--- src/hw/rtl/onewire_bus_master_defines.svh ---
// ----------------------------------------------------------------------------
// onewire_bus_master_defines
// Assertion macros shared by the one-wire bus master RTL.
// ----------------------------------------------------------------------------
`ifndef ONEWIRE_BUS_MASTER_DEFINES_SVH
`define ONEWIRE_BUS_MASTER_DEFINES_SVH

`ifndef SYNTHESIS
// property checked on aclk, masked while aresetn is low
`define OWB_ASSERT(lbl, prop, msg) \
    lbl: assert property (@(posedge aclk) disable iff (!aresetn) prop) else $error(msg);
// property checked on aclk, also during reset
`define OWB_ASSERT_ALWAYS(lbl, prop, msg) \
    lbl: assert property (@(posedge aclk) prop) else $error(msg);
`else
`define OWB_ASSERT(lbl, prop, msg)
`define OWB_ASSERT_ALWAYS(lbl, prop, msg)
`endif

`endif

--- src/hw/rtl/owb_pkg.sv ---
// ----------------------------------------------------------------------------
// owb_pkg
// Shared types, register map and helpers of the one-wire bus master.
// ----------------------------------------------------------------------------
package owb_pkg;

    localparam int TIMER_BITS = 10;
    localparam int CFG_BITS   = 10;

    typedef logic [TIMER_BITS-1:0] tmr_t;
    typedef logic [CFG_BITS-1:0]   cfg_val_t;
    typedef logic [2:0]            cfg_idx_t;

    // commands
    localparam logic [1:0] OP_RESET = 2'd0;
    localparam logic [1:0] OP_WRITE = 2'd1;
    localparam logic [1:0] OP_READ  = 2'd2;
    localparam logic [1:0] OP_NONE  = 2'd3;

    // register map
    localparam cfg_idx_t REG_RESET_LOW    = 3'd0;
    localparam cfg_idx_t REG_PRES_SAMPLE  = 3'd1;
    localparam cfg_idx_t REG_PRES_END     = 3'd2;
    localparam cfg_idx_t REG_LONG_SLOT    = 3'd3;
    localparam cfg_idx_t REG_SHORT_PULSE  = 3'd4;
    localparam cfg_idx_t REG_READ_SAMPLE  = 3'd5;
    localparam cfg_idx_t REG_READ_TAIL    = 3'd6;
    localparam cfg_idx_t REG_POLL_LIMIT   = 3'd7;

    // reset values
    localparam cfg_val_t RST_RESET_LOW   = 10'd500;
    localparam cfg_val_t RST_PRES_SAMPLE = 10'd80;
    localparam cfg_val_t RST_PRES_END    = 10'd60;
    localparam cfg_val_t RST_LONG_SLOT   = 10'd60;
    localparam cfg_val_t RST_SHORT_PULSE = 10'd2;
    localparam cfg_val_t RST_READ_SAMPLE = 10'd10;
    localparam cfg_val_t RST_READ_TAIL   = 10'd58;
    localparam cfg_val_t RST_POLL_LIMIT  = 10'd255;

    typedef struct packed {
        cfg_val_t reset_low_time;
        cfg_val_t presence_sample_time;
        cfg_val_t presence_end_time;
        cfg_val_t long_slot_time;
        cfg_val_t short_pulse_time;
        cfg_val_t read_sample_time;
        cfg_val_t read_tail_time;
        cfg_val_t presence_poll_limit;
    } owb_cfg_t;

    typedef struct packed {
        logic       status;
        logic [7:0] rx_byte;
        logic       done_res;
        logic       busy_res;
        logic       drive_low;
    } owb_res_t;

    // phase length: zero counts as one tick, saturates at the timer range
    function automatic tmr_t dur(input cfg_val_t v);
        cfg_val_t w;
        w = (v == '0) ? cfg_val_t'(1) : v;
        if (32'(w) > (2 ** TIMER_BITS) - 1) begin
            return '1;
        end
        return tmr_t'(w);
    endfunction

endpackage

--- src/hw/rtl/owb_seq.sv ---
// ----------------------------------------------------------------------------
// owb_seq
// Slot sequencer: advances the bus state by one tick per accepted transaction.
// ----------------------------------------------------------------------------
`include "onewire_bus_master_defines.svh"

module owb_seq (
    input  logic              aclk,
    input  logic              aresetn,
    input  logic              step,
    input  logic              cmd_valid,
    input  logic [1:0]        op,
    input  logic [7:0]        tx_byte,
    input  logic              bus_level,
    input  owb_pkg::owb_cfg_t cfg,
    output owb_pkg::owb_res_t res
);
    import owb_pkg::*;

    typedef enum logic [3:0] {
        PH_IDLE, PH_RST_LOW, PH_RST_WAIT, PH_RST_POLL, PH_RST_REC,
        PH_WR_LOW, PH_WR_REL, PH_RD_LOW, PH_RD_REL, PH_RD_TAIL, PH_RD_WAIT
    } phase_t;

    phase_t     phase_reg, phase_next;
    tmr_t       tmr_reg, tmr_next;
    logic [2:0] bit_reg, bit_next;
    logic [7:0] shift_reg, shift_next;
    cfg_val_t   poll_reg, poll_next;
    logic [7:0] rx_reg, rx_next;
    logic       err_reg, err_next;
    logic       done;
    logic       drive;
    logic       rd_end;

    always_comb begin
        phase_next = phase_reg;
        tmr_next   = tmr_reg;
        bit_next   = bit_reg;
        shift_next = shift_reg;
        poll_next  = poll_reg;
        rx_next    = rx_reg;
        err_next   = err_reg;
        done       = 1'b0;
        rd_end     = 1'b0;

        // command start, only from idle
        if (phase_reg == PH_IDLE && cmd_valid && op != OP_NONE) begin
            err_next = 1'b0;
            bit_next = 3'd0;
            case (op)
                OP_RESET: begin
                    phase_next = PH_RST_LOW;
                    tmr_next   = dur(cfg.reset_low_time);
                end
                OP_WRITE: begin
                    shift_next = tx_byte;
                    phase_next = PH_WR_LOW;
                    tmr_next   = dur(tx_byte[0] ? cfg.short_pulse_time : cfg.long_slot_time);
                end
                OP_READ: begin
                    shift_next = 8'd0;
                    phase_next = PH_RD_LOW;
                    tmr_next   = dur(cfg.short_pulse_time);
                end
                default: ;
            endcase
        end

        drive = (phase_next == PH_RST_LOW) || (phase_next == PH_WR_LOW)
             || (phase_next == PH_RD_LOW);

        if (phase_next == PH_RD_WAIT) begin
            rd_end = bus_level;
        end else if (phase_next != PH_IDLE) begin
            if (tmr_next > tmr_t'(1)) begin
                tmr_next = tmr_next - tmr_t'(1);
            end else begin
                unique case (phase_next)
                    PH_RST_LOW: begin
                        phase_next = PH_RST_WAIT;
                        tmr_next   = dur(cfg.presence_sample_time);
                    end
                    PH_RST_WAIT: begin
                        if (bus_level) begin
                            err_next   = 1'b1;
                            phase_next = PH_IDLE;
                            tmr_next   = '0;
                            done       = 1'b1;
                        end else begin
                            poll_next  = cfg.presence_poll_limit;
                            phase_next = PH_RST_POLL;
                            tmr_next   = dur(cfg.short_pulse_time);
                        end
                    end
                    PH_RST_POLL: begin
                        if (poll_next == '0) begin
                            err_next   = 1'b1;
                            phase_next = PH_IDLE;
                            tmr_next   = '0;
                            done       = 1'b1;
                        end else begin
                            poll_next = poll_next - cfg_val_t'(1);
                            if (bus_level) begin
                                phase_next = PH_RST_REC;
                                tmr_next   = dur(cfg.presence_end_time);
                            end else begin
                                tmr_next   = dur(cfg.short_pulse_time);
                            end
                        end
                    end
                    PH_WR_LOW: begin
                        phase_next = PH_WR_REL;
                        tmr_next   = dur(shift_next[0] ? cfg.long_slot_time
                                                       : cfg.short_pulse_time);
                    end
                    PH_WR_REL: begin
                        if (bit_next == 3'd7) begin
                            phase_next = PH_IDLE;
                            tmr_next   = '0;
                            done       = 1'b1;
                        end else begin
                            bit_next   = bit_next + 3'd1;
                            shift_next = {1'b0, shift_next[7:1]};
                            phase_next = PH_WR_LOW;
                            tmr_next   = dur(shift_next[0] ? cfg.short_pulse_time
                                                           : cfg.long_slot_time);
                        end
                    end
                    PH_RD_LOW: begin
                        phase_next = PH_RD_REL;
                        tmr_next   = dur(cfg.read_sample_time);
                    end
                    PH_RD_REL: begin
                        shift_next = {bus_level, shift_next[7:1]};
                        if (bus_level) begin
                            phase_next = PH_RD_TAIL;
                            tmr_next   = dur(cfg.read_tail_time);
                        end else begin
                            phase_next = PH_RD_WAIT;
                            tmr_next   = '0;
                        end
                    end
                    PH_RD_TAIL: rd_end = 1'b1;
                    default: begin
                        // recovery end and any stray phase
                        phase_next = PH_IDLE;
                        tmr_next   = '0;
                        done       = 1'b1;
                    end
                endcase
            end
        end

        // end of one read bit
        if (rd_end) begin
            if (bit_next == 3'd7) begin
                rx_next    = shift_next;
                phase_next = PH_IDLE;
                tmr_next   = '0;
                done       = 1'b1;
            end else begin
                bit_next   = bit_next + 3'd1;
                phase_next = PH_RD_LOW;
                tmr_next   = dur(cfg.short_pulse_time);
            end
        end

        res.drive_low = drive;
        res.busy_res  = (phase_next != PH_IDLE);
        res.done_res  = done;
        res.rx_byte   = rx_next;
        res.status    = err_next;
    end

    always_ff @(posedge aclk) begin
        if (!aresetn) begin
            phase_reg <= PH_IDLE;
            tmr_reg   <= '0;
            bit_reg   <= '0;
            shift_reg <= '0;
            poll_reg  <= '0;
            rx_reg    <= '0;
            err_reg   <= 1'b0;
        end else if (step) begin
            phase_reg <= phase_next;
            tmr_reg   <= tmr_next;
            bit_reg   <= bit_next;
            shift_reg <= shift_next;
            poll_reg  <= poll_next;
            rx_reg    <= rx_next;
            err_reg   <= err_next;
        end
    end

    `OWB_ASSERT_ALWAYS(a_idle_timer_clear, phase_reg == PH_IDLE |-> tmr_reg == '0, "timer left running in idle")
    `OWB_ASSERT(a_state_holds, !step && aresetn |=> $stable(phase_reg) && $stable(tmr_reg), "state moved without a tick")
    `OWB_ASSERT(a_done_not_busy, step && res.done_res |-> !res.busy_res, "done while still busy")
    `OWB_ASSERT(a_drive_busy, step && res.drive_low |-> res.busy_res, "line driven with no command")

endmodule

--- src/hw/rtl/onewire_bus_master.sv ---
// ----------------------------------------------------------------------------
// onewire_bus_master
// One-wire bus master stepped once per microsecond tick transaction.
// ----------------------------------------------------------------------------
// usage:
//   s_ channel: one transaction per microsecond tick; s_tuser carries the
//     command strobe and opcode, s_tdata the byte to write and the sampled
//     line level. a command starts only when the sequencer is idle.
//   m_ channel: exactly one result transaction per input transaction with
//     drive, busy, done, last received byte and status.
//   cfg_ port: timing registers, written while no command is running.
//   output: a tick's result is registered in the output stage, or first in
//     the skid entry; one tick is accepted every cycle while it is free,
//     the sequencer step being one pass from its state registers to the result.
//   reset: aresetn low clears the sequencer to idle, status and received
//     byte to zero, loads the default timings and empties the output stage.
//   stall: with m_tready low a second result lands in the skid register,
//     then s_tready drops until the skid entry moves into the output stage.
// ----------------------------------------------------------------------------
`include "onewire_bus_master_defines.svh"

module onewire_bus_master (
    input  logic                  aclk,
    input  logic                  aresetn,
    // config write port
    input  logic                  cfg_we,
    input  owb_pkg::cfg_idx_t     cfg_index,
    input  owb_pkg::cfg_val_t     cfg_data,
    // tick input
    input  logic                  s_tvalid,
    output logic                  s_tready,
    input  logic [15:0]           s_tdata,   // tx_byte[7:0], bus_level[8], zeros
    input  logic [2:0]            s_tuser,   // cmd_valid[0], op[2:1]
    // result output
    output logic                  m_tvalid,
    input  logic                  m_tready,
    output logic [15:0]           m_tdata    // drive_low, busy_res, done_res,
                                             // rx_byte[10:3], status[11], zeros
);
    import owb_pkg::*;

    owb_cfg_t cfg_reg;
    owb_res_t res;
    owb_res_t out_data_reg;
    owb_res_t skid_data_reg;
    logic     out_valid_reg;
    logic     skid_valid_reg;
    logic     in_acc;
    logic     out_take;

    // configuration registers
    always_ff @(posedge aclk) begin
        if (!aresetn) begin
            cfg_reg.reset_low_time       <= RST_RESET_LOW;
            cfg_reg.presence_sample_time <= RST_PRES_SAMPLE;
            cfg_reg.presence_end_time    <= RST_PRES_END;
            cfg_reg.long_slot_time       <= RST_LONG_SLOT;
            cfg_reg.short_pulse_time     <= RST_SHORT_PULSE;
            cfg_reg.read_sample_time     <= RST_READ_SAMPLE;
            cfg_reg.read_tail_time       <= RST_READ_TAIL;
            cfg_reg.presence_poll_limit  <= RST_POLL_LIMIT;
        end else if (cfg_we) begin
            unique case (cfg_index)
                REG_RESET_LOW:   cfg_reg.reset_low_time       <= cfg_data;
                REG_PRES_SAMPLE: cfg_reg.presence_sample_time <= cfg_data;
                REG_PRES_END:    cfg_reg.presence_end_time    <= cfg_data;
                REG_LONG_SLOT:   cfg_reg.long_slot_time       <= cfg_data;
                REG_SHORT_PULSE: cfg_reg.short_pulse_time     <= cfg_data;
                REG_READ_SAMPLE: cfg_reg.read_sample_time     <= cfg_data;
                REG_READ_TAIL:   cfg_reg.read_tail_time       <= cfg_data;
                REG_POLL_LIMIT:  cfg_reg.presence_poll_limit  <= cfg_data;
                default: ;
            endcase
        end
    end

    // input accepted whenever the skid slot is free
    assign s_tready = !skid_valid_reg;
    assign in_acc   = s_tvalid && s_tready;
    assign out_take = out_valid_reg && m_tready;

    // sequencer: one tick per accepted transaction
    owb_seq u_seq (
        .aclk      (aclk),
        .aresetn   (aresetn),
        .step      (in_acc),
        .cmd_valid (s_tuser[0]),
        .op        (s_tuser[2:1]),
        .tx_byte   (s_tdata[7:0]),
        .bus_level (s_tdata[8]),
        .cfg       (cfg_reg),
        .res       (res)
    );

    // output register with one skid entry behind it
    always_ff @(posedge aclk) begin
        if (!aresetn) begin
            out_valid_reg  <= 1'b0;
            skid_valid_reg <= 1'b0;
        end else begin
            if (!out_valid_reg || out_take) begin
                if (skid_valid_reg) begin
                    // drain skid first, no input taken while it is full
                    out_data_reg   <= skid_data_reg;
                    out_valid_reg  <= 1'b1;
                    skid_valid_reg <= 1'b0;
                end else begin
                    out_valid_reg <= in_acc;
                    if (in_acc) begin
                        out_data_reg <= res;
                    end
                end
            end else if (in_acc) begin
                // receiver stalled, park the result
                skid_valid_reg <= 1'b1;
                skid_data_reg  <= res;
            end
        end
    end

    assign m_tvalid = out_valid_reg;
    assign m_tdata  = {4'b0000, out_data_reg.status, out_data_reg.rx_byte,
                       out_data_reg.done_res, out_data_reg.busy_res,
                       out_data_reg.drive_low};

    `OWB_ASSERT(a_skid_behind_out, skid_valid_reg |-> out_valid_reg, "skid entry with empty output stage")
    `OWB_ASSERT(a_skid_order, skid_valid_reg && !m_tready |=> skid_valid_reg && $stable(skid_data_reg), "skid entry lost while stalled")

endmodule

--- config.mk ---
export PLATFORM = sky130hd
export DESIGN_NAME = onewire_bus_master
export DESIGN_NICKNAME = d
export VERILOG_FILES = /design/src/hw/rtl/owb_pkg.sv /design/src/hw/rtl/owb_seq.sv /design/src/hw/rtl/onewire_bus_master.sv
export VERILOG_INCLUDE_DIRS = /design/src /design/src/hw/rtl
export SDC_FILE = /design/constraint.sdc
export NUM_CORES = 1
export LEC_CHECK = 0
export CAP_MARGIN = 30
export CORE_MARGIN = 1
export CORE_UTILIZATION = 50
export CTS_CLUSTER_DIAMETER = 50
export DETAILED_ROUTE_END_ITERATION = 7
export DONT_BUFFER_PORTS = 1
export HOLD_SLACK_MARGIN = 0.12
export PLACE_DENSITY_LB_ADDON = 0.08
export SLEW_MARGIN = 20
export SYNTH_ARGS = -nofsm -noshare
export SYNTH_HDL_FRONTEND = slang
export SYNTH_SLANG_ARGS = --single-unit
--- constraint.sdc ---
create_clock -name aclk -period 10 [get_ports aclk]
set_input_delay 2 -clock aclk [delete_from_list [all_inputs] [get_ports aclk]]
set_output_delay 2 -clock aclk [all_outputs]
set_load 0.005 [all_outputs]
==> results.md, run 1 <==
* Final Cell Area at 8970 um2
* FP Rows at 46
* Initial drt markers at 830
* Placed Area at 8390 um2
* Detailed-route wire length per cell at 20.7 um
* Flops & latches, synth at 150
* Router iterations before antenna repair at 6
* Initial antenna violation count at 0
* Layout cells sized above 1 at 9.35%
* Hold slack final at 457 ps
* Worst min-delay path class: register to register
* Syn avg cell area at 7.89 um2
* WP data required at 10190 ps
* Post_cts resized at 0
* Crit path max fanout at 11
* Post-synth top flop: dfxtp_1
* Setup_tns at 0 ps
* Boundary pin count at 55
* DRT antenna net count at 0
* Die height at 131 um
* Pre-CTS setup slack at ~2300 ps
* Crit-path cells: ha_1 > or4b_1 > nor2_4 > mux2i_1 > ha_1 > or2_2 > o211ai_1 > nor4_1 > buf_4 > nand3_1 > xnor2_1 > ha_1 > nand2_1 > o31ai_2 > nand2_1 > a2111o_1 > mux2_4
* CP max stage delay at 760 ps
* DP Wirelength at around 18000 um
* Hold_buf cts at 0
* Least-Margin Pin Slew at just under 1000 ps
* Final Skew at 8.52 ps
* CP Data Arrival Time at 7490 ps
* Crit path kind: input port to register
* Post-synth EDFFs at 24
* Min Tclk post-route at about 7300 ps
* CP endpoint kind: register
* TritonCTS Buffers at 17
* Largest register FFs at 80
* RSZ-0062 raised after global routing: no
* Total track usage at 30.2%
* Status: finished clean
* Largest net degree at the start of global routing at 56
* Post-CTS setup buffers at 0
* Die ar. at between 15000 and 20000 um2
* Via count at 7936
* Post-synthesis cell area at approximately 8400 um2
* Total power at 0.00151 W
* Nets at ~1100
* Total Routed Length at 25700 um
* Port Buf Inserts at 0
* Most used cell, CP: ha_1
* Area leader, netlist: dfxtp_1
* Antenna diodes at 0
* Post-Syn Instances at 1059
* Drt drc at 0
* GR Overflow Total at 0
* Asr flop ratio synth at 0%
* Synth area leaders: dfxtp_1 (30%), nand2_1 (10%), edfxtp_1 (8.6%), a21oi_1 (6.4%), mux2_2 (3.5%)
* Slowest stage cell, crit path: mux2i_1
* Final Setup Violations at 0
* Die width at 131 um
* H-tree depth at 4
* RePlAce Congestion at 0.957
* Final worst setup slack at 2700 ps
* Max Buffers Root-to-Sink at 2
* Tcrit/Tclk final at between 70% and 80%
* Power Dens Cells at ~170 nW/um2
* Final hold vios at 0
* Max Cap Viol at 0
* Layout overhead on the synthesized area at 7.42%
* Core ar. at around 16000 um2
* Synth unique cells at 81
* Clock-pin slew on the worst setup and hold paths at 60 ps
* Vias in the first global route at 7257
* FMAX at between 0.1 and 0.15 GHz
* Final Max Slew Viols at 0
* Number of synthesis warnings at 0
* Worst skew pair latency at 440 ps
* Initial Util at 51.8%
* Sequential area share after synthesis at just under 40%
* Relative max-transition margin at between 30% and 40%
* Worst IR Drop VDD at 0.000131 V
* Vias per inst at 6.38
* Startpoint Class: input port
* Clock Tree Root: clkbuf_16
* Top cell type's share of synthesized area at 30.2%
* First-pass GRT wire length at 40600 um
* CTS tree: done
* Pleak at roughly 3.3 nW
* Clock sinks at 150
## where the power goes
part | leakage [nW] | switching [W] | internal (W) | total [W]
Clock | 0.261 | 0.000294 | 0.000327 | 0.000621
Sequential | 1.25 | 0.0000186 | 0.000634 | 0.000653
Combinational | 1.74 | 0.000156 | 0.0000841 | 0.000241
## layer usage
layer  vias up  wire (um)  track usage (%)  part of all wire, %
met5         -          0                0                    0
met4         0        687             12.1                  2.7
met3        59       2230             6.33                  8.7
met2       401      11300             45.2                   44
met1      3742      11600             42.2                   45
li1       3734          -                -                    -
## cells by family after synthesis
| logic type | share of synthesized area, % |
|---|---|
| flops | 38.8 |
| compound gates | 21.5 |
| simple gates | 25.9 |
| mux | 7.39 |
| xor+xnor | 0.210 |
| buf+inv | 4.76 |
| fa+ha+maj | 1.35 |
| other cells | 0.0449 |
## worst max-delay path: cells and delay by family
family | cells | cell delay (ps)
and+or+nand+nor | 7 | 2090
xor gates and xnor gates | 1 | 290
AOI/OAI and AO/OA | 3 | 980
buffers and inverters | 1 | 210
adders and majority gates | 3 | 880
muxes | 2 | 1030
## metrics by stage
step                utilization, %  std cells
detailed placement            52.0       1208
global placement              51.9       1207
CTS                           55.5       1240
floorplan                        -       1062
global route                  55.7       1243
finish                        55.7       1243
## cell usage in the layout, fill, tap and decap left out, drive strengths merged, types with 7 or more instances in the layout
master / synthesis / final
a211oi: 8 / 8
a21o: 11 / 11
a21oi: 108 / 108
a222oi: 12 / 12
a31oi: 21 / 21
and2: 8 / 8
buf: 12 / 13
clkbuf: 68 / 17
dfxtp: 126 / 126
edfxtp: 24 / 24
ha: 9 / 9
inv: 13 / 22
mux2: 34 / 34
mux2i: 23 / 23
nand2: 229 / 229
nand2b: 10 / 10
nand3: 50 / 50
nor2: 77 / 77
nor2b: 8 / 8
nor3: 23 / 23
nor4: 14 / 14
o211ai: 10 / 10
o21ai: 45 / 45
or2: 7 / 7
## path summary, 6_finish.rpt
| check | startpoint | end | slack (ps) | cells after the start |
|---|---|---|---|---|
| setup / recovery | s_tuser[1] | m_tdata[1] | 2700 | 17 |
| setup reg to reg | u_seq.phase_reg[0] | m_tdata[1] | 4040 | 17 |
| hold reg to reg | u_seq.shift_reg[2] | u_seq.shift_reg[2] | 460 | 2 |
| hold / removal | u_seq.shift_reg[2] | u_seq.shift_reg[2] | 460 | 2 |
## cell usage after synthesis (6+ instances only)
library cell / count
nand2b_1: 10
a21o_1: 11
mux2i_1: 23
nor2_1: 76
ha_1: 9
nand2_1: 229
mux2_2: 26
clkbuf_2: 9
nand3_1: 50
a222oi_1: 12
inv_1: 13
o21ai_0: 41
and2_1: 8
nor4_1: 14
dfxtp_1: 126
a31oi_1: 21
mux2_1: 7
a211oi_1: 8
nor2b_1: 8
a22oi_1: 6
a21oi_1: 107
o211ai_1: 10
nor3_1: 22
or2_2: 7
edfxtp_1: 24
clkbuf_1: 59
## layout make-up
cell class / instances / area [um2]
clock inverters: 15 / 138
inverters: 14 / 52.6
flip-flops and latches: 150 / 3240
fillers: 1556 / 7140
well taps: 216 / 270
multi-input cells: 818 / 4740
clock buffers: 17 / 425
repair buffers: 13 / 98.8
No activity file was read; power rests on OpenSTA's default activity.
==> run 2, diff against run 1 <==
==> constraint.sdc (replaced) <==
create_clock -name aclk -period 6.6 [get_ports aclk]
set_input_delay 1.32 -clock aclk [delete_from_list [all_inputs] [get_ports aclk]]
set_output_delay 1.32 -clock aclk [all_outputs]
set_load 0.005 [all_outputs]
==> results.md, run 2 (same netlist as run 1, synthesis figures left out) <==
* Status: finished clean
* Initial Util at 51.8% (unchanged)
* Vias per inst at 6.26 (-1.9%)
* Post-CTS setup buffers at 0 (unchanged)
* Power Dens Cells at 257 nW/um2 (+52%)
* R2r setup slk at 1270 ps (-2770 ps)
* Cells on Worst Hold Path at 2 (unchanged)
* Final Skew at 7.18 ps (-1.33 ps)
* Max Cap Viol at 0 (unchanged)
* Detailed-route wire length per cell at 20.4 um (-1.3%)
* Total track usage at 30.2% (about the same)
* CTS tree: done
* CP endpoint kind: register
* Relative max-transition margin at 43.8% (+10 points)
* Nets at 1069 (+0.85%)
* Port Buf Inserts at 0 (unchanged)
* Max Buffers Root-to-Sink at 2 (unchanged)
* Total Routed Length at 25600 um (-0.46%)
* Final Cell Area at 9040 um2 (+0.74%)
* Tcrit/Tclk final at 90.5%
* Post-layout util at 56.1% (+0.41 points)
* Pre-CTS setup slack at 201 ps (-2140 ps)
* Boundary pin count at 55 (unchanged)
* Drt drc at 0 (unchanged)
* Via count at 7848 (-1.1%)
* FILL cells at 1555 (-0.064%)
* TritonCTS Buffers at 17 (unchanged)
* Clock sinks at 150 (unchanged)
* Vias in the first global route at 7163 (-1.3%)
* Placed Area at 8450 um2 (+0.79%)
* RePlAce Congestion at 0.954 (-0.30%)
* WP data required at 6780 ps (-3410 ps)
* Pleak at 3.31 nW (+1.7%)
* Largest register FFs at 80 (unchanged)
* Largest net degree at the start of global routing at 56 (unchanged)
* Crit path max fanout at 11 (unchanged)
* Cell count of the worst reg-to-reg path at 17 (unchanged)
* Router iterations before antenna repair at 5 (-1)
* Min Tclk post-route at 5970 ps
* FP Rows at 46 (unchanged)
* CP Data Arrival Time at 6150 ps (-1340 ps)
* Final hold vios at 0 (unchanged)
* Hold EP: u_seq.shift_reg[3]
* DP Wirelength at 18200 um (+1.5%)
* Least-Margin Pin Slew at 841 ps (-152 ps)
* Die ar. at 17200 um2 (unchanged)
* Setup_tns at 0 ps (unchanged)
* FF-to-FF End: m_tdata[1]
* Worst min-delay path class: register to register
* H-tree depth at 4 (unchanged)
* GR Overflow Total at 0 (unchanged)
* DRT antenna net count at 0 (unchanged)
* Layout overhead on the synthesized area at 8.21%
* Final Setup Violations at 0 (unchanged)
* Core ar. at 16100 um2 (unchanged)
* Worst IR Drop VDD at 0.000187 V (+43%)
* Layout cells sized above 1 at 10.0% (+0.69 points)
* Die width at 131 um (unchanged)
* Die height at 131 um (unchanged)
* Initial antenna violation count at 0 (unchanged)
* Worst skew pair latency at 430 ps (about the same)
* Final Max Slew Viols at 0 (unchanged)
* Startpoint Class: input port
* Commonest cells after routing, fill and taps aside: nand2_1 (229), dfxtp_1 (126), a21oi_1 (107)
* Hold_buf cts at 0 (unchanged)
* RSZ-0062 raised after global routing: no
* Crit path kind: input port to register
* Final worst setup slack at 630 ps (-2070 ps)
* FMAX at 0.167 GHz
* FF-to-FF Start: u_seq.phase_reg[0]
* Clock Tree Root: clkbuf_16
* Commonest non-fill, non-tap cell in the layout: nand2_1
* Clock-pin slew on the worst setup and hold paths at 60 ps (about the same)
* Initial drt markers at 845 (+1.8%)
* Hold_sp: u_seq.shift_reg[3]
* First-pass GRT wire length at 40600 um (about the same)
* Post_cts resized at 0 (unchanged)
==> run 2: through the flow <==
stage	std cells	power [W]	hold slack [ps]
finish	1253	0.00232	457
global route	1252	0.00240	471
CTS	1250	0.00232	460
detailed placement	1218	0.00137	451
global placement	1217	0.00137	444
floorplan	1062	0.00129	433
==> run 2: worst max-delay path by stage <==
stage          startpoint  slack (ps)          to
6_report       s_tuser[1]         630  m_tdata[1]
5_1_grt        s_tuser[1]         260  m_tdata[1]
4_1_cts        s_tuser[1]         630  m_tdata[1]
2_1_floorplan  s_tuser[1]         340  m_tdata[1]
3_3_place_gp   s_tuser[1]         260  m_tdata[1]
3_5_place_dp   s_tuser[1]         200  m_tdata[1]
==> run 2: critical path, stage by stage <==
cell and delay [ps]:
ha_1 290, or4b_1 660, nor2_4 230, a31oi_1 100, nor3_1 360, ha_1 270, or2_2 130, o211ai_1 90
nor4_1 420, nand3_1 200, xnor2_1 280, ha_1 240, nand2_1 70, o31ai_2 350, nand2_1 370, a2111o_1 490
mux2_4 260
==> run 2: cell type report <==
cell class | instances | area [um2] | share of cell area [%]
multi-input combinational | 818 | 4740 | 52.4
clock buffer | 17 | 425 | 4.71
inverter | 14 | 52.6 | 0.581
tap | 216 | 270 | 2.99
antenna | 1 | 2.50 | 0.0277
sequential | 150 | 3240 | 35.9
clock inverter | 15 | 143 | 1.58
timing repair buffer | 22 | 163 | 1.80
==> run 2: metal layers <==
metal	vias up	GRT usage, %	share of wire [%]
met5	-	0	0
met4	0	11.3	2.7
met3	49	6.60	8.7
met2	377	45.0	43
met1	3670	42.6	45
li1	3752	-	-
==> run 2: power by group <==
group / internal [W] / leakage [nW] / total [W] / switching, W
clock network: 0.000528 / 0.275 / 0.000961 / 0.000433
registers: 0.000961 / 1.25 / 0.000989 / 0.0000283
logic: 0.000135 / 1.79 / 0.000371 / 0.000236
==> run 3, diff against run 2 <==
--- a/config.mk
+++ b/config.mk
@@ -17,4 +17,5 @@
 export SLEW_MARGIN = 20
 export SYNTH_ARGS = -nofsm -noshare
 export SYNTH_HDL_FRONTEND = slang
+export SYNTH_HIERARCHICAL = 1
 export SYNTH_SLANG_ARGS = --single-unit
==> constraint.sdc (replaced) <==
create_clock -name aclk -period 7.2 [get_ports aclk]
set_input_delay 1.44 -clock aclk [delete_from_list [all_inputs] [get_ports aclk]]
set_output_delay 1.44 -clock aclk [all_outputs]
set_load 0.005 [all_outputs]
==> results.md, run 3 <==
* Status: finished clean
* CP delay by family, top: simple AND/OR/NAND/NOR gates
* Asr flop ratio synth at 0% (unchanged)
* Port Buf Inserts at 0 (unchanged)
* Crit-path cells: ha_1 > or4b_4 > a2111oi_0 > nand4_1 > o22ai_1 > ha_1 > nor2_1 > nor4_1 > buf_4 > and3_1 > xor2_1 > ha_1 > nand3_1 > mux2_1 > mux2_2
* Post-synth top flop: dfxtp_1
* Final Setup Violations at 0 (unchanged)
* Commonest non-fill, non-tap cell in the layout: dfxtp_1
* Worst skew pair latency at 430 ps (about the same)
* Largest net degree at the start of global routing at 138 (+150%)
* Pleak at 3.56 nW (+7.7%)
* Boundary pin count at 55 (unchanged)
* WP data required at 7370 ps (+590 ps)
* Post-CTS setup buffers at 0 (unchanged)
* Syn avg cell area at 9.00 um2 (+14%)
* FF-to-FF End: m_tdata[5]
* Crit path max fanout at 14 (+3)
* Startpoint Class: input port
* Tcrit/Tclk final at just under 90%
* Die ar. at 17500 um2 (+1.6%)
* Setup crit start: s_tuser[1]
* Final Skew at 12.1 ps (+4.94 ps)
* Met3 Use GR at 6.27% (-0.33 points)
* Detailed-route wire length per cell at 22.3 um (+9.3%)
* Router iterations before antenna repair at 6 (+1)
* FF-to-FF Start: u_seq/phase_reg[3]
* Slowest stage cell, crit path: or4b_4
* CP endpoint kind: register
* Total Routed Length at 25400 um (-0.73%)
* Sequential area share after synthesis at 38.2% (-0.61 points)
* Worst IR Drop VDD at 0.000203 V (+8.8%)
* Initial drt markers at 719 (-15%)
* Number of synthesis warnings at 6 (+6)
* Post_cts resized at 0 (unchanged)
* Initial Util at 51.2% (-0.66 points)
* Most used cell, CP: ha_1
* DP Wirelength at 18400 um (+1.3%)
* Post-Syn Instances at 943 (-11%)
* Crit path kind: input port to register
* CP max stage delay at 640 ps (-20 ps)
* Placed Area at 8510 um2 (+0.68%)
* Clock Tree Root: clkbuf_16
* Via count at 7311 (-6.8%)
* Synth area leaders: dfxtp_1 (30%), mux2i_1 (13%), edfxtp_1 (8.5%), nand2_1 (5.3%), mux2_2 (3.3%)
* Antenna diodes at 0 (-1)
* Commonest cells after routing, fill and taps aside: dfxtp_1 (126), nand2_1 (119), mux2i_1 (108)
* Largest register FFs at 80 (unchanged)
* Synth unique cells at 79 (-2.5%)
* Post-synthesis cell area at 8480 um2 (+1.6%)
* Post-synth EDFFs at 24 (unchanged)
* Vias in the first global route at 6989 (-2.4%)
* Final Max Slew Viols at 0 (unchanged)
* Min Tclk post-route at about 6200 ps
* CTS tree: done
* First-pass GRT wire length at 39500 um (-2.8%)
* Hold_buf cts at 0 (unchanged)
* CP endpoint: m_tdata[5]
* Nets at 951 (-11%)
* Least-Margin Pin Slew at 989 ps (+148 ps)
* Setup_tns at 0 ps (unchanged)
* Clock-pin slew on the worst setup and hold paths at 60 ps (about the same)
* Layout overhead on the synthesized area at 6.83%
* FMAX at 0.161 GHz
* Relative max-transition margin at 33.2% (-11 points)
* TritonCTS Buffers at 17 (unchanged)
* Die height at 132 um (+0.78%)
* CP Data Arrival Time at 6400 ps (+250 ps)
* Top-count cell post-synth: dfxtp_1
* Vias per inst at 6.42 (+2.6%)
* Power Dens Cells at 226 nW/um2 (-12%)
* Pre-CTS setup slack at 638 ps (+437 ps)
* Initial antenna violation count at 0 (unchanged)
* RSZ-0062 raised after global routing: no
* Area leader, netlist: dfxtp_1
* GR Util met2 at 46.5% (+1.5 points)
* Clock sinks at 150 (unchanged)
* RePlAce Congestion at 0.920 (-3.5%)
* CP Depth at 15 (-2)
* Die width at 132 um (+0.78%)
* R2r setup slk at 1540 ps (+270 ps)
* Layout cells sized above 1 at 10.0% (-0.017 points)
* Max Cap Viol at 0 (unchanged)
* DRT antenna net count at 0 (unchanged)
* Final hold vios at 0 (unchanged)
* Core ar. at 16600 um2 (+2.9%)
* Synth top cells by count: dfxtp_1 (126), nand2_1 (119), mux2i_1 (108)
* Final Cell Area at 9060 um2 (+0.29%)
* CP bufs+invs at 1 (+1)
* Top cell type's share of synthesized area at 29.7% (-0.47 points)
* Total track usage at 29.3% (-0.95 points)
* Final worst setup slack at 972 ps (+342 ps)
* Flops & latches, synth at 150 (unchanged)
* Worst min-delay path class: register to register
* Global route hottest layer: met2
* Met1 Usage GRT at 39.7% (-2.9 points)
* FP Rows at 47 (+2.2%)
* Drt drc at 0 (unchanged)
* H-tree depth at 4 (unchanged)
* Cell count of the worst reg-to-reg path at 14 (-3)
* Max Buffers Root-to-Sink at 2 (unchanged)
* GR Overflow Total at 0 (unchanged)
## run 3: how the worst min path moves through the flow
stage	from	to	depth (start not counted)
after floorplan	cfg_reg[70]	cfg_reg[70]	2
after global routing	cfg_reg[9]	cfg_reg[9]	2
after global placement	u_seq/rx_reg[6]	u_seq/rx_reg[6]	2
final	cfg_reg[70]	cfg_reg[70]	2
after detailed placement	cfg_reg[9]	cfg_reg[9]	2
after CTS	cfg_reg[70]	cfg_reg[70]	2
## run 3: cells by family (layout without fill, tap and decap cells)
logic type      count (synthesis)  count (layout)  share of synthesized area [%]
flops                         150             150                           38.2
compound gates                206             206                           16.9
simple gates                  354             354                           22.0
other cells                     1               4                         0.0442
fa+ha+maj                       9               9                           1.33
mux                           137             137                           16.6
xor+xnor                        2               2                          0.206
buf+inv                        84              56                           4.67
## run 3: through the flow
| stage | total power [W] | hold WS [ps] | std cells | util [%] |
|---|---|---|---|---|
| after floorplan | 0.00115 | 434 | 946 | - |
| after global placement | 0.00120 | 447 | 1105 | 51.3 |
| after detailed placement | 0.00121 | 454 | 1106 | 51.3 |
| after CTS | 0.00205 | 463 | 1138 | 54.7 |
| after global routing | 0.00212 | 483 | 1138 | 54.7 |
| final | 0.00205 | 459 | 1138 | 54.7 |
## run 3: cell type report
class                   count  area [um2]
repair buffers              9        67.6
flip-flops and latches    150        3240
clock inverters            14         113
fillers                  1529        7520
inverters                  15        56.3
clock buffers              18         439
multi-input cells         712        4870
well taps                 220         275
## run 3: power breakdown
part | internal, W | total [W] | switching (W)
combinational | 0.000110 | 0.000294 | 0.000184
clock | 0.000460 | 0.000850 | 0.000390
sequential | 0.000877 | 0.000907 | 0.0000297
total | 0.00145 | 0.00205 | 0.000603
## run 3: per-layer routing
layer | wire [um] | up-vias
met1 | 11400 | 3546
met2 | 11700 | 318
met5 | 0 | -
li1 | - | 3412
met4 | 495 | 0
met3 | 1800 | 35
## run 3: worst reg2reg max path, delay by kind of cell (launching register included)
kind                     cells  cell delay (ps)
flip-flops                   1              570
multiplexers                 2              790
AND/OR/NAND/NOR              6             2020
adder cells (fa/ha/maj)      2              620
AO/OA/AOI/OAI                2              950
buffers and inverters        1              200
XOR/XNOR                     1              260
